--- config.mk ---
export PLATFORM = sky130hd
export DESIGN_NAME = i2c_master_bit_engine
export DESIGN_NICKNAME = d
export VERILOG_FILES = /design/src/rtl/core/i2cmb_pkg.sv /design/src/rtl/core/i2c_master_bit_engine.sv /design/src/rtl/core/i2cmb_engine.sv /design/src/rtl/core/i2cmb_obuf.sv
export SDC_FILE = /design/constraint.sdc
export NUM_CORES = 1
export LEC_CHECK = 0
export BUFFER_PORTS_ARGS = -buffer_cell sky130_fd_sc_hd__buf_2
export CELL_PAD_IN_SITES_DETAIL_PLACEMENT = 0
export CELL_PAD_IN_SITES_GLOBAL_PLACEMENT = 1
export CORE_ASPECT_RATIO = 0.8
export CORE_MARGIN = 5
export CORE_UTILIZATION = 50
export CTS_BUF_LIST = sky130_fd_sc_hd__clkbuf_4 sky130_fd_sc_hd__clkbuf_8
export CTS_CLUSTER_DIAMETER = 120
export DETAILED_ROUTE_END_ITERATION = 8
export PLACE_DENSITY = 0.82
export SKIP_LAST_GASP = 1
export SYNTH_ARGS = -nofsm -noshare
export SYNTH_HDL_FRONTEND = slang
export SYNTH_SLANG_ARGS = --single-unit
export TNS_END_PERCENT = 30
--- constraint.sdc ---
create_clock -name clk -period 9.3 [get_ports clk]
set_clock_uncertainty 0.15 [all_clocks]
set_input_delay 1.86 -clock clk [delete_from_list [all_inputs] [get_ports clk]]
set_output_delay 1.86 -clock clk [all_outputs]
set_load 0.005 [all_outputs]
--- src/rtl/core/i2cmb_pkg.sv ---
package i2cmb_pkg;

  localparam int TIMER_WIDTH_DEFAULT = 16;

  localparam logic [2:0] CMD_TICK     = 3'd0;
  localparam logic [2:0] CMD_START    = 3'd1;
  localparam logic [2:0] CMD_STOP     = 3'd2;
  localparam logic [2:0] CMD_WRITE    = 3'd3;
  localparam logic [2:0] CMD_READ     = 3'd4;
  localparam logic [2:0] CMD_WAIT_ACK = 3'd5;

  localparam int CFG_INDEX_WIDTH = 2;
  localparam logic [CFG_INDEX_WIDTH-1:0] CFG_HALF_PERIOD    = 2'd0;
  localparam logic [CFG_INDEX_WIDTH-1:0] CFG_ACK_POLL_LIMIT = 2'd1;

  localparam logic [15:0] HALF_PERIOD_RESET    = 16'd5;
  localparam logic [15:0] ACK_POLL_LIMIT_RESET = 16'd300;

  typedef struct packed {
    logic [2:0] command;
    logic [7:0] write_data;
    logic       send_ack;
    logic       sda_in;
  } item_t;

  typedef struct packed {
    logic       scl;
    logic       sda_level;
    logic       sda_drive;
    logic       busy_res;
    logic       done_res;
    logic [7:0] rx_byte;
    logic       ack_received;
    logic       timed_out;
  } result_t;

  typedef struct packed {
    logic                       valid;
    logic [CFG_INDEX_WIDTH-1:0] index;
    logic [15:0]                data;
  } cfg_wr_t;

endpackage

--- src/rtl/core/i2c_master_bit_engine.sv ---
// Channel  Handshake              Payload
// in       in_valid / in_stall    command, write_data, send_ack, sda_in
// out      out_valid / out_stall  scl, sda_level, sda_drive, busy_res, done_res,
//                                 rx_byte, ack_received, timed_out
// cfg      cfg_valid / cfg_ready  cfg_index, cfg_data
//
// One item per clock is accepted while the input is not stalled, and one result
// item per clock is delivered while out_stall is low. An item passes through an
// input register, then the phase logic into a two-entry output buffer. Reset is
// synchronous and returns the engine to idle with SCL and SDA high and driven.
// The input stalls only while both output entries are full; cfg_ready is always high.
module i2c_master_bit_engine #(
  parameter int TIMER_WIDTH = i2cmb_pkg::TIMER_WIDTH_DEFAULT
) (
  input  logic                                  clk,
  input  logic                                  rst,
  input  logic                                  in_valid,
  output logic                                  in_stall,
  input  logic [2:0]                            command,
  input  logic [7:0]                            write_data,
  input  logic                                  send_ack,
  input  logic                                  sda_in,
  output logic                                  out_valid,
  input  logic                                  out_stall,
  output logic                                  scl,
  output logic                                  sda_level,
  output logic                                  sda_drive,
  output logic                                  busy_res,
  output logic                                  done_res,
  output logic [7:0]                            rx_byte,
  output logic                                  ack_received,
  output logic                                  timed_out,
  input  logic                                  cfg_valid,
  output logic                                  cfg_ready,
  input  logic [i2cmb_pkg::CFG_INDEX_WIDTH-1:0] cfg_index,
  input  logic [15:0]                           cfg_data
);

  logic               stage_valid;
  i2cmb_pkg::item_t   stage_item;
  logic               obuf_ready;
  logic               fire;
  i2cmb_pkg::cfg_wr_t cfg;
  i2cmb_pkg::result_t result;
  i2cmb_pkg::result_t out_data;

  assign fire      = stage_valid & obuf_ready;
  assign in_stall  = stage_valid & ~obuf_ready;
  assign cfg_ready = 1'b1;
  assign cfg       = '{valid: cfg_valid, index: cfg_index, data: cfg_data};

  always_ff @(posedge clk) begin
    if (rst) begin
      stage_valid <= 1'b0;
    end else if (!in_stall) begin
      stage_valid <= in_valid;
      if (in_valid) begin
        stage_item <= '{command: command, write_data: write_data,
                        send_ack: send_ack, sda_in: sda_in};
      end
    end
  end

  i2cmb_engine #(
    .TIMER_WIDTH(TIMER_WIDTH)
  ) u_engine (
    .clk    (clk),
    .rst    (rst),
    .fire   (fire),
    .item   (stage_item),
    .cfg    (cfg),
    .result (result)
  );

  i2cmb_obuf u_obuf (
    .clk       (clk),
    .rst       (rst),
    .push      (fire),
    .push_data (result),
    .ready     (obuf_ready),
    .out_valid (out_valid),
    .out_stall (out_stall),
    .out_data  (out_data)
  );

  assign scl          = out_data.scl;
  assign sda_level    = out_data.sda_level;
  assign sda_drive    = out_data.sda_drive;
  assign busy_res     = out_data.busy_res;
  assign done_res     = out_data.done_res;
  assign rx_byte      = out_data.rx_byte;
  assign ack_received = out_data.ack_received;
  assign timed_out    = out_data.timed_out;

endmodule

--- src/rtl/core/i2cmb_engine.sv ---
module i2cmb_engine #(
  parameter int TIMER_WIDTH = i2cmb_pkg::TIMER_WIDTH_DEFAULT
) (
  input  logic                clk,
  input  logic                rst,
  input  logic                fire,
  input  i2cmb_pkg::item_t    item,
  input  i2cmb_pkg::cfg_wr_t  cfg,
  output i2cmb_pkg::result_t  result
);

  typedef enum logic [3:0] {
    PH_IDLE, PH_ST_HI, PH_ST_LO, PH_SP_LO, PH_SP_HI, PH_WR_HI, PH_WR_LO,
    PH_RD_HI, PH_RD_LO, PH_RD_AS, PH_RD_AH, PH_WA_POLL, PH_TO_PREP, PH_DONE
  } phase_t;

  typedef struct packed {
    logic scl;
    logic sda;
    logic drv;
  } pins_t;

  localparam logic [TIMER_WIDTH-1:0] TIMER_ONE = TIMER_WIDTH'(1);

  logic [15:0]            half_period;
  logic [15:0]            ack_poll_limit;
  phase_t                 phase, phase_next;
  logic [3:0]             bit_index, bit_index_next;
  logic [TIMER_WIDTH-1:0] delay_count, delay_count_next;
  logic [15:0]            poll_count, poll_count_next;
  logic [7:0]             shift_byte, shift_byte_next;
  logic                   pending_ack, pending_ack_next;
  pins_t                  pin_levels, pin_levels_next;
  pins_t                  final_pins, final_pins_next;
  logic                   ack_received, ack_received_next;
  logic                   timed_out, timed_out_next;
  logic [7:0]             last_read, last_read_next;
  logic                   busy, done;

  logic [TIMER_WIDTH+15:0] half_ext;
  logic [TIMER_WIDTH-1:0]  h_masked;
  logic [TIMER_WIDTH-1:0]  h_eff;
  logic                    seg_end;
  logic [TIMER_WIDTH-1:0]  delay_inc;
  logic [3:0]              bit_inc;
  logic                    ackbit;

  assign half_ext  = {{TIMER_WIDTH{1'b0}}, half_period};
  assign h_masked  = half_ext[TIMER_WIDTH-1:0];
  assign h_eff     = (h_masked == '0) ? TIMER_ONE : h_masked;
  assign seg_end   = ({1'b0, delay_count} + {1'b0, TIMER_ONE}) >= {1'b0, h_eff};
  assign delay_inc = delay_count + TIMER_ONE;
  assign bit_inc   = bit_index + 4'd1;
  assign ackbit    = ~pending_ack;

  always_comb begin
    phase_next        = phase;
    bit_index_next    = bit_index;
    delay_count_next  = delay_count;
    poll_count_next   = poll_count;
    shift_byte_next   = shift_byte;
    pending_ack_next  = pending_ack;
    pin_levels_next   = pin_levels;
    final_pins_next   = final_pins;
    ack_received_next = ack_received;
    timed_out_next    = timed_out;
    last_read_next    = last_read;
    busy              = 1'b0;
    done              = 1'b0;

    if (phase == PH_IDLE) begin
      if (item.command >= i2cmb_pkg::CMD_START && item.command <= i2cmb_pkg::CMD_WAIT_ACK) begin
        busy             = 1'b1;
        delay_count_next = '0;
        bit_index_next   = 4'd0;
        poll_count_next  = 16'd0;
        case (item.command)
          i2cmb_pkg::CMD_START: begin
            pin_levels_next = '{scl: 1'b0, sda: 1'b1, drv: 1'b1};
            final_pins_next = '{scl: 1'b0, sda: 1'b0, drv: 1'b1};
            phase_next      = PH_ST_HI;
          end
          i2cmb_pkg::CMD_STOP: begin
            pin_levels_next = '{scl: 1'b0, sda: 1'b0, drv: 1'b1};
            final_pins_next = '{scl: 1'b1, sda: 1'b1, drv: 1'b1};
            phase_next      = PH_SP_LO;
          end
          i2cmb_pkg::CMD_WRITE: begin
            shift_byte_next = item.write_data;
            pin_levels_next = '{scl: 1'b0, sda: item.write_data[7], drv: 1'b1};
            final_pins_next = '{scl: 1'b0, sda: item.write_data[0], drv: 1'b1};
            phase_next      = PH_WR_HI;
          end
          i2cmb_pkg::CMD_READ: begin
            shift_byte_next  = 8'd0;
            pending_ack_next = item.send_ack;
            pin_levels_next  = '{scl: 1'b0, sda: 1'b1, drv: 1'b0};
            final_pins_next  = '{scl: 1'b0, sda: ~item.send_ack, drv: 1'b1};
            phase_next       = PH_RD_HI;
          end
          default: begin
            pin_levels_next = '{scl: 1'b0, sda: 1'b1, drv: 1'b0};
            final_pins_next = '{scl: 1'b0, sda: 1'b1, drv: 1'b0};
            phase_next      = PH_WA_POLL;
          end
        endcase
      end
    end else if (phase == PH_DONE) begin
      pin_levels_next = final_pins;
      phase_next      = PH_IDLE;
      done            = 1'b1;
    end else begin
      busy = 1'b1;
      case (phase)
        PH_ST_HI: begin
          pin_levels_next = '{scl: 1'b1, sda: 1'b1, drv: 1'b1};
          if (seg_end) begin
            delay_count_next = '0;
            phase_next       = PH_ST_LO;
          end else begin
            delay_count_next = delay_inc;
          end
        end
        PH_ST_LO: begin
          pin_levels_next = '{scl: 1'b1, sda: 1'b0, drv: 1'b1};
          if (seg_end) begin
            delay_count_next = '0;
            phase_next       = PH_DONE;
          end else begin
            delay_count_next = delay_inc;
          end
        end
        PH_SP_LO: begin
          pin_levels_next = '{scl: 1'b1, sda: 1'b0, drv: 1'b1};
          if (seg_end) begin
            delay_count_next = '0;
            phase_next       = PH_SP_HI;
          end else begin
            delay_count_next = delay_inc;
          end
        end
        PH_SP_HI: begin
          pin_levels_next = '{scl: 1'b1, sda: 1'b1, drv: 1'b1};
          if (seg_end) begin
            delay_count_next = '0;
            phase_next       = PH_DONE;
          end else begin
            delay_count_next = delay_inc;
          end
        end
        PH_WR_HI: begin
          pin_levels_next = '{scl: 1'b1, sda: shift_byte[7], drv: 1'b1};
          if (seg_end) begin
            delay_count_next = '0;
            phase_next       = PH_WR_LO;
          end else begin
            delay_count_next = delay_inc;
          end
        end
        PH_WR_LO: begin
          pin_levels_next = '{scl: 1'b0, sda: shift_byte[7], drv: 1'b1};
          if (seg_end) begin
            delay_count_next = '0;
            shift_byte_next  = {shift_byte[6:0], 1'b0};
            bit_index_next   = bit_inc;
            phase_next       = (bit_inc >= 4'd8) ? PH_DONE : PH_WR_HI;
          end else begin
            delay_count_next = delay_inc;
          end
        end
        PH_RD_HI: begin
          pin_levels_next = '{scl: 1'b1, sda: 1'b1, drv: 1'b0};
          if (delay_count == '0) begin
            shift_byte_next = {shift_byte[6:0], item.sda_in};
          end
          if (seg_end) begin
            delay_count_next = '0;
            phase_next       = PH_RD_LO;
          end else begin
            delay_count_next = delay_inc;
          end
        end
        PH_RD_LO: begin
          pin_levels_next = '{scl: 1'b0, sda: 1'b1, drv: 1'b0};
          if (seg_end) begin
            delay_count_next = '0;
            bit_index_next   = bit_inc;
            if (bit_inc >= 4'd8) begin
              last_read_next = shift_byte;
              phase_next     = PH_RD_AS;
            end else begin
              phase_next = PH_RD_HI;
            end
          end else begin
            delay_count_next = delay_inc;
          end
        end
        PH_RD_AS: begin
          pin_levels_next  = '{scl: 1'b0, sda: ackbit, drv: 1'b1};
          delay_count_next = '0;
          phase_next       = PH_RD_AH;
        end
        PH_RD_AH: begin
          pin_levels_next = '{scl: 1'b1, sda: ackbit, drv: 1'b1};
          if (seg_end) begin
            delay_count_next = '0;
            phase_next       = PH_DONE;
          end else begin
            delay_count_next = delay_inc;
          end
        end
        PH_WA_POLL: begin
          pin_levels_next = '{scl: 1'b1, sda: 1'b1, drv: 1'b0};
          if (!item.sda_in) begin
            ack_received_next = 1'b1;
            timed_out_next    = 1'b0;
            phase_next        = PH_DONE;
          end else if (poll_count >= ack_poll_limit) begin
            ack_received_next = 1'b0;
            timed_out_next    = 1'b1;
            final_pins_next   = '{scl: 1'b1, sda: 1'b1, drv: 1'b1};
            phase_next        = PH_TO_PREP;
          end else begin
            poll_count_next = poll_count + 16'd1;
          end
        end
        PH_TO_PREP: begin
          pin_levels_next  = '{scl: 1'b0, sda: 1'b0, drv: 1'b1};
          delay_count_next = '0;
          phase_next       = PH_SP_LO;
        end
        default: begin
          phase_next = PH_IDLE;
        end
      endcase
    end
  end

  always_comb begin
    result.scl          = pin_levels_next.scl;
    result.sda_level    = pin_levels_next.drv ? pin_levels_next.sda : 1'b1;
    result.sda_drive    = pin_levels_next.drv;
    result.busy_res     = busy;
    result.done_res     = done;
    result.rx_byte      = last_read_next;
    result.ack_received = ack_received_next;
    result.timed_out    = timed_out_next;
  end

  always_ff @(posedge clk) begin
    if (rst) begin
      half_period    <= i2cmb_pkg::HALF_PERIOD_RESET;
      ack_poll_limit <= i2cmb_pkg::ACK_POLL_LIMIT_RESET;
      phase          <= PH_IDLE;
      bit_index      <= 4'd0;
      delay_count    <= '0;
      poll_count     <= 16'd0;
      shift_byte     <= 8'd0;
      pending_ack    <= 1'b0;
      pin_levels     <= '{scl: 1'b1, sda: 1'b1, drv: 1'b1};
      final_pins     <= '{scl: 1'b1, sda: 1'b1, drv: 1'b1};
      ack_received   <= 1'b0;
      timed_out      <= 1'b0;
      last_read      <= 8'd0;
    end else begin
      if (cfg.valid) begin
        case (cfg.index)
          i2cmb_pkg::CFG_HALF_PERIOD:    half_period    <= cfg.data;
          i2cmb_pkg::CFG_ACK_POLL_LIMIT: ack_poll_limit <= cfg.data;
          default: ;
        endcase
      end
      if (fire) begin
        phase        <= phase_next;
        bit_index    <= bit_index_next;
        delay_count  <= delay_count_next;
        poll_count   <= poll_count_next;
        shift_byte   <= shift_byte_next;
        pending_ack  <= pending_ack_next;
        pin_levels   <= pin_levels_next;
        final_pins   <= final_pins_next;
        ack_received <= ack_received_next;
        timed_out    <= timed_out_next;
        last_read    <= last_read_next;
      end
    end
  end

`ifndef SYNTHESIS
  a_idle_timer_clear: assert property (@(posedge clk) disable iff (rst)
    phase == PH_IDLE |-> delay_count == '0)
    else $error("Delay counter not cleared while idle.");

  a_start_leaves_idle: assert property (@(posedge clk) disable iff (rst)
    fire && phase == PH_IDLE && item.command >= i2cmb_pkg::CMD_START &&
    item.command <= i2cmb_pkg::CMD_WAIT_ACK |=> phase != PH_IDLE)
    else $error("Accepted command did not leave idle.");

  a_done_not_busy: assert property (@(posedge clk) disable iff (rst)
    fire && phase == PH_DONE |=> phase == PH_IDLE)
    else $error("Completion did not return to idle.");
`endif

endmodule

--- src/rtl/core/i2cmb_obuf.sv ---
module i2cmb_obuf (
  input  logic                clk,
  input  logic                rst,
  input  logic                push,
  input  i2cmb_pkg::result_t  push_data,
  output logic                ready,
  output logic                out_valid,
  input  logic                out_stall,
  output i2cmb_pkg::result_t  out_data
);

  logic               skid_valid;
  i2cmb_pkg::result_t skid_data;
  logic               pop;

  assign ready = ~skid_valid;
  assign pop   = out_valid & ~out_stall;

  always_ff @(posedge clk) begin
    if (rst) begin
      out_valid  <= 1'b0;
      skid_valid <= 1'b0;
    end else if (skid_valid) begin
      if (pop) begin
        out_data   <= skid_data;
        skid_valid <= 1'b0;
      end
    end else if (push) begin
      if (!out_valid || pop) begin
        out_data  <= push_data;
        out_valid <= 1'b1;
      end else begin
        skid_data  <= push_data;
        skid_valid <= 1'b1;
      end
    end else if (pop) begin
      out_valid <= 1'b0;
    end
  end

`ifndef SYNTHESIS
  a_skid_behind_main: assert property (@(posedge clk) disable iff (rst)
    skid_valid |-> out_valid)
    else $error("Skid entry held with empty output register.");
`endif

endmodule
# Word level (Yosys, flattened, before mapping)
# Cells that the tools add are included.
[totals]
inputBits = 36
register_bits = 143
wordCells = 213
[op_classes]
add_sub_neg = 4
bitwise_logic = 10
muxes = 83
n_eq_ne = 34
reduce_logical = 37
order_cmp = 5
[op_table]
columns = ["op", "count"]
rows = [
  ["$mux 16", 10],
  ["$mux 8", 10],
  ["$mux 4", 19],
  ["$mux 15", 4],
  ["$pmux 4 s10", 1],
  ["$add 16x1->16 const B", 2],
  ["$logic_not 16->1", 2],
  ["$pmux 16 s2", 1],
  ["$pmux 8 s2", 2],
  ["$ne 4x1->1 const B", 7],
  ["$mux 3", 9],
  ["$pmux 3 s9", 1],
  ["$eq 4x4->1 const B", 6],
  ["$mux 1", 23],
  ["$add 16x1->17 const B", 1],
  ["$ge 17x16->1", 1],
  ["$eq 4x3->1 const B", 4],
  ["$ge 16x16->1", 1],
  ["$pmux 4 s4", 1],
  ["$reduce_and 4->1", 4],
  ["$reduce_bool 2->1", 8],
  ["$pmux 3 s4", 1],
  ["$reduce_and 6->1", 2],
  ["$reduce_and 10->1", 1],
  ["31 further kinds", 52],
]

# Longest topological paths before layout
[depth]
depth_word = 10
depth_mapped = 16
ltp_nobuf = 14

# Hierarchy
# A second synthesis with hierarchy kept.
[unflattened]
hier_cells = 802
hier_area_um2 = 7325.8
[by_module_without_submodules]
columns = ["mod", "seq_area_each_um2", "area_per_inst_um2", "cells_per_inst", "instances"]
rows = [
  ["i2cmb_engine", 1941.9, 5657.9, 722, 1],
  ["i2cmb_obuf", 940.9, 1202.4, 60, 1],
  ["i2c_master_bit_engine", 410.4, 465.4, 20, 1],
]

# Worst setup path after synthesis
# OpenSTA, ideal clock, no wires.
[synth_path]
path_kind = "in2reg"
start = "input rst"
end = "register, netlist name u_obuf.out_data[0]"
path_buffers = 3
path_stages = 4
arrival_ns = 3.690
setup_time_ns = 0.413
t_required_ns = 8.737
slack_ns = 5.047
path_cell_list = "clkbuf_1 > clkbuf_1 > clkbuf_1 > a221oi_1"
[synth_between]
elab_chain_len = 2
[synth_lines]
columns = ["item", "line_no", "source"]
rows = [
  ["from (decl)", "i2c_master_bit_engine.sv:16", "input logic rst,"],
  ["$not 1->1 (no line)", "n/a", ""],
  ["$reduce_and 4->1 (no line)", "n/a", ""],
]
# Every way passes these cells.
# A chain may end at the register's enable or synchronous reset.

# Final worst setup path
[layout_path]
start = "register u_engine.delay_count[0]"
end = "register u_engine.shift_byte[1]"
[layout_between]
elab_chain_len = 4
elab_cells_between_ends = 6
[layout_lines]
columns = ["item", "line_no", "source"]
rows = [
  ["from (decl)", "i2cmb_engine.sv:29", "logic [TIMER_WIDTH-1:0] delay_count, delay_count_next;"],
  ["from (signal assigned)", "i2cmb_engine.sv:276", "delay_count <= delay_count_next;"],
  ["$add 16x1->17", "i2cmb_engine.sv:51", "assign seg_end = ({1'b0, delay_count} + {1'b0, TIMER_ONE}) >= {1'b0, h_eff};"],
  ["$ge 17x16->1", "i2cmb_engine.sv:51", ""],
  ["$ne 3x1->1 (no line)", "n/a", ""],
  ["$reduce_and 7->1 (no line) *", "n/a", ""],
  ["to (signal assigned)", "i2cmb_engine.sv:278", "shift_byte <= shift_byte_next;"],
  ["to (decl)", "i2cmb_engine.sv:31", "logic [7:0] shift_byte, shift_byte_next;"],
]
# Mark *: on every way between the ends. The rest lies on a longest branch, timed or not.

==> impl_results.md <==
- Result of the run: finished, final reports clean
- Final period utilization: 47.49%
- Highest achievable clock rate: 226.4 MHz
- Number of distinct library cell variants in the gate-level netlist after synthesis: 73
- Setup violation total in the final timing report: 0
- Crit-path max cell delay: 930 ps
- Die area: 17,600 sq um
- Max-capacitance violation count: 0
- Initial antenna violation count: 0
- Most frequent cells after synthesis: sky130_fd_sc_hd__nand2_1, sky130_fd_sc_hd__dfxtp_1, sky130_fd_sc_hd__a21oi_1
- Final core utilization: a little under three fifths
- Standard-cell row count: 40
- Fraction of layout instances using a drive strength above 1: 13.72%
- Cell-by-cell trace of the critical path: ha_1 -> nand3_1 -> nor2_1 -> nor2b_1 -> or2_2 -> ha_1 -> a211oi_1 -> nor2_1 -> a2111o_1 -> a211o_1 -> o311ai_2 -> a21o_1 -> a21oi_1
- Synthesis-stage register bit count: 143
- Required time of the critical path: ~9500 ps
- Synthesis-to-layout area growth: 10.64%
- Sequential-to-total area share from yosys stat: 43.82%
- CTS tree: built
- Setup repair after global routing missed its margin: no
- H-tree level count: 4
- Number of buffers on the longest clock path: 2
- Count of buffering cells on the critical path with inverters included: 0
- Combinational Power Share: about 13%
- Internal power: 1.051 mW
- Final Critical Period: 4417 ps
- Switching share of power: 26.89%
- Largest family of logic cells by synthesized area: simple AND/OR/NAND/NOR gates
- Largest net degree at the start of global routing: 82
- TritonCTS buffer count: 17
- Highest net fanout along the worst path: 16
- CP Data Arrival Time: 4570 ps
- Top cell type by total area after synthesis: sky130_fd_sc_hd__dfxtp_1
- Adder-cell area share of the yosys netlist: 5.994%
- Nets: 948
- Count of input and output buffers: 52
- Num ports: 54
- Compound-gate portion of the synthesized area: between 10% and 20%
- Final total power: ~1.4 mW
- Proportion of synthesized area in mux cells: 6.593%
- Worst min path class: reg -> reg
- Clock root cell: sky130_fd_sc_hd__clkbuf_8
- Std-Cell Core Area: 14,860 sq um
- # fillers: 1,356
- Crit end category: flop
- Net count after synthesis: 917
- Via count of the first global-routing pass: 5,862
- Total global routing track utilization: 21.21%
- WS Path Type: reg -> reg
- Sum of overflow across all layers after global routing: 0
- Number of synthesized flops with an enable pin: 43
- Worst supply voltage drop on vdd: 0.00008715 V
- Violation count after the first detailed-routing iteration: approximately 570
- Syn avg cell area: between 8 and 9 sq um
- Remaining DRCs: 0
- Simple-gate share of the synthesized area: between 20% and 30%
- Most common cell in the synthesized netlist: sky130_fd_sc_hd__nand2_1
- Sink Count: about 140
- Fin Setup TNS: 0 ps
- Sequential Power Share: between 40 and 50%
- Die X-Extent: 147.1 um
- Vert. Die Dim: 119.7 um
- Via count of the routed design: roughly 6,200
- Net Sw Power: 0.3866 mW
- Drt first pass iters: 5
- Hold violation count in the final report: 0
- Wirelength, routed: 18,260 um
- Biggest area contributors in the synthesized netlist: sky130_fd_sc_hd__dfxtp_1, sky130_fd_sc_hd__edfxtp_1, sky130_fd_sc_hd__nand2_1
- PostCTS Resize Cnt: 0
- Final HPWL from detailed placement: 13,180 um
- Final GP Congestion: 0.8697
- Initial Util: 50.56%
- Total count of max-transition violations in the final report: 0
- Clk_lat worst skew: 460 ps
- Leakage: approximately 3.3 nW
- Predominant post-synthesis flop cell: sky130_fd_sc_hd__dfxtp_1
- # Post-CTS Setup Buffers: 0
- Delay-heaviest family, CP: compound AO/OA/AOI/OAI gates
- Yosys Warn Count: 0
- Number of buffers added to fix hold violations after cts: 0
- Post-CTS clock slew at the launch and capture registers of the worst setup and hold paths: 80 ps
- First-pass GRT wire length: 30,120 um
- ANT nets after route: 0
- CP max-delay cell: sky130_fd_sc_hd__o311ai_2
- Area fraction of the dominant cell type after synthesis: between 20% and 30%
- Worst-Margin Slew: 1219 ps
- Cell area after technology mapping: 7515 sq um
- Vias per std cell: roughly 5.8
- Routed length per placed instance: 16.94 um
- Max transition margin: 18.35%
- Fraction of synthesized cell area in xor and xnor cells: 1.748%
- FFs w/ async S/R, synth: 0%
- Crit path launch type: flop
- Clock share of power: 39.4%
- Antenna cell count: 0
- Power Dens Cells: 172.9 nW/um^2
- Cells after Synth: 845
## stage by stage
step           cells  hold WS (ps)  setup WS [ps]  area, sq um
2_1_floorplan    845         286.3           5047         7515
3_3_place_gp    1046         298.0           5101         7866
3_5_place_dp    1046         300.6           4955         7866
4_1_cts         1078         313.2           4918         8314
5_1_grt         1078         332.8           4592         8314
6_report        1078         314.3           4883         8314
## cell usage in the layout (no fill, tap or decap), drive strengths merged, types with 20 or more instances in the layout
master / n
buf: 55
nand2: 146
o21ai: 29
inv: 44
ha: 36
nor2: 45
mux2: 20
a21o: 20
mux2i: 27
clkbuf: 20
a21oi: 69
edfxtp: 43
dfxtp: 100
nand3: 45
## final timing paths
path | start | end | slack, ps | cells after the start
setup reg to reg | u_engine.delay_count[0]$_SDFFE_PP0P_ | u_engine.shift_byte[1]$_SDFFE_PP0P_ | 4880 | 13
hold reg to reg | u_engine.ack_poll_limit[14]$_SDFFE_PP0P_ | u_engine.ack_poll_limit[14]$_SDFFE_PP0P_ | 310 | 2
hold / removal | u_engine.ack_poll_limit[14]$_SDFFE_PP0P_ | u_engine.ack_poll_limit[14]$_SDFFE_PP0P_ | 310 | 2
setup / recovery | u_engine.delay_count[0]$_SDFFE_PP0P_ | u_engine.shift_byte[1]$_SDFFE_PP0P_ | 4880 | 13
## logic make-up (layout without fill, tap and decap cells)
kind of cell | count (synthesis) | after routing
compound gates | 189 | 189
xor+xnor | 15 | 15
fa+ha+maj | 36 | 36
buf+inv | 88 | 132
flops | 143 | 143
mux | 47 | 47
other cells | 1 | 1
simple gates | 326 | 326
## registers in the layout, indices dropped and copies added (netlist names), 4 cells and up
| register | flops |
|---|---|
| u_engine.poll_count | 16 |
| u_engine.h_masked | 16 |
| stage_item | 13 |
| u_engine.bit_index | 4 |
| u_engine.phase | 4 |
| u_engine.ack_poll_limit | 16 |
| u_engine.shift_byte | 8 |
| u_obuf.skid_data | 15 |
| u_obuf.out_data | 15 |
| u_engine.delay_count | 16 |
| u_engine.last_read | 8 |
## tightest hold or removal path: stages, from the launching register on
cell                      delay, ps
sky130_fd_sc_hd__dfxtp_1        320
sky130_fd_sc_hd__nand2_1         50
sky130_fd_sc_hd__a21oi_1         50
## routing by layer
| layer | share of wire [%] | global-route usage, % | up-vias |
|---|---|---|---|
| li1 | - | - | 3098 |
| met1 | 51 | 31.75 | 2924 |
| met2 | 42 | 30.55 | 176 |
| met3 | 5.7 | 4.643 | 29 |
| met4 | 1.5 | 6.403 | 0 |
| met5 | 0 | 0 | - |
## final cells by class
cell class	instances	area (sq um)	area share, %
Clock buffer	20	256.5	3.085
Tap cell	189	236.5	2.844
Multi-Input combinational cell	614	3885	46.73
Clock inverter	12	191.4	2.302
Inverter	45	168.9	2.032
Sequential cell	143	3293	39.61
Timing Repair Buffer	55	282.8	3.401
## power by group through the flow
stage	logic, mW	registers (mW)	clock network [mW]
after detailed placement	0.181	0.701	0
final	0.183	0.688	0.566
after global routing	0.205	0.691	0.601
after floorplan	0.143	0.686	0
after CTS	0.182	0.687	0.577
after global placement	0.179	0.701	0
(Power assumes the default switching activity.)
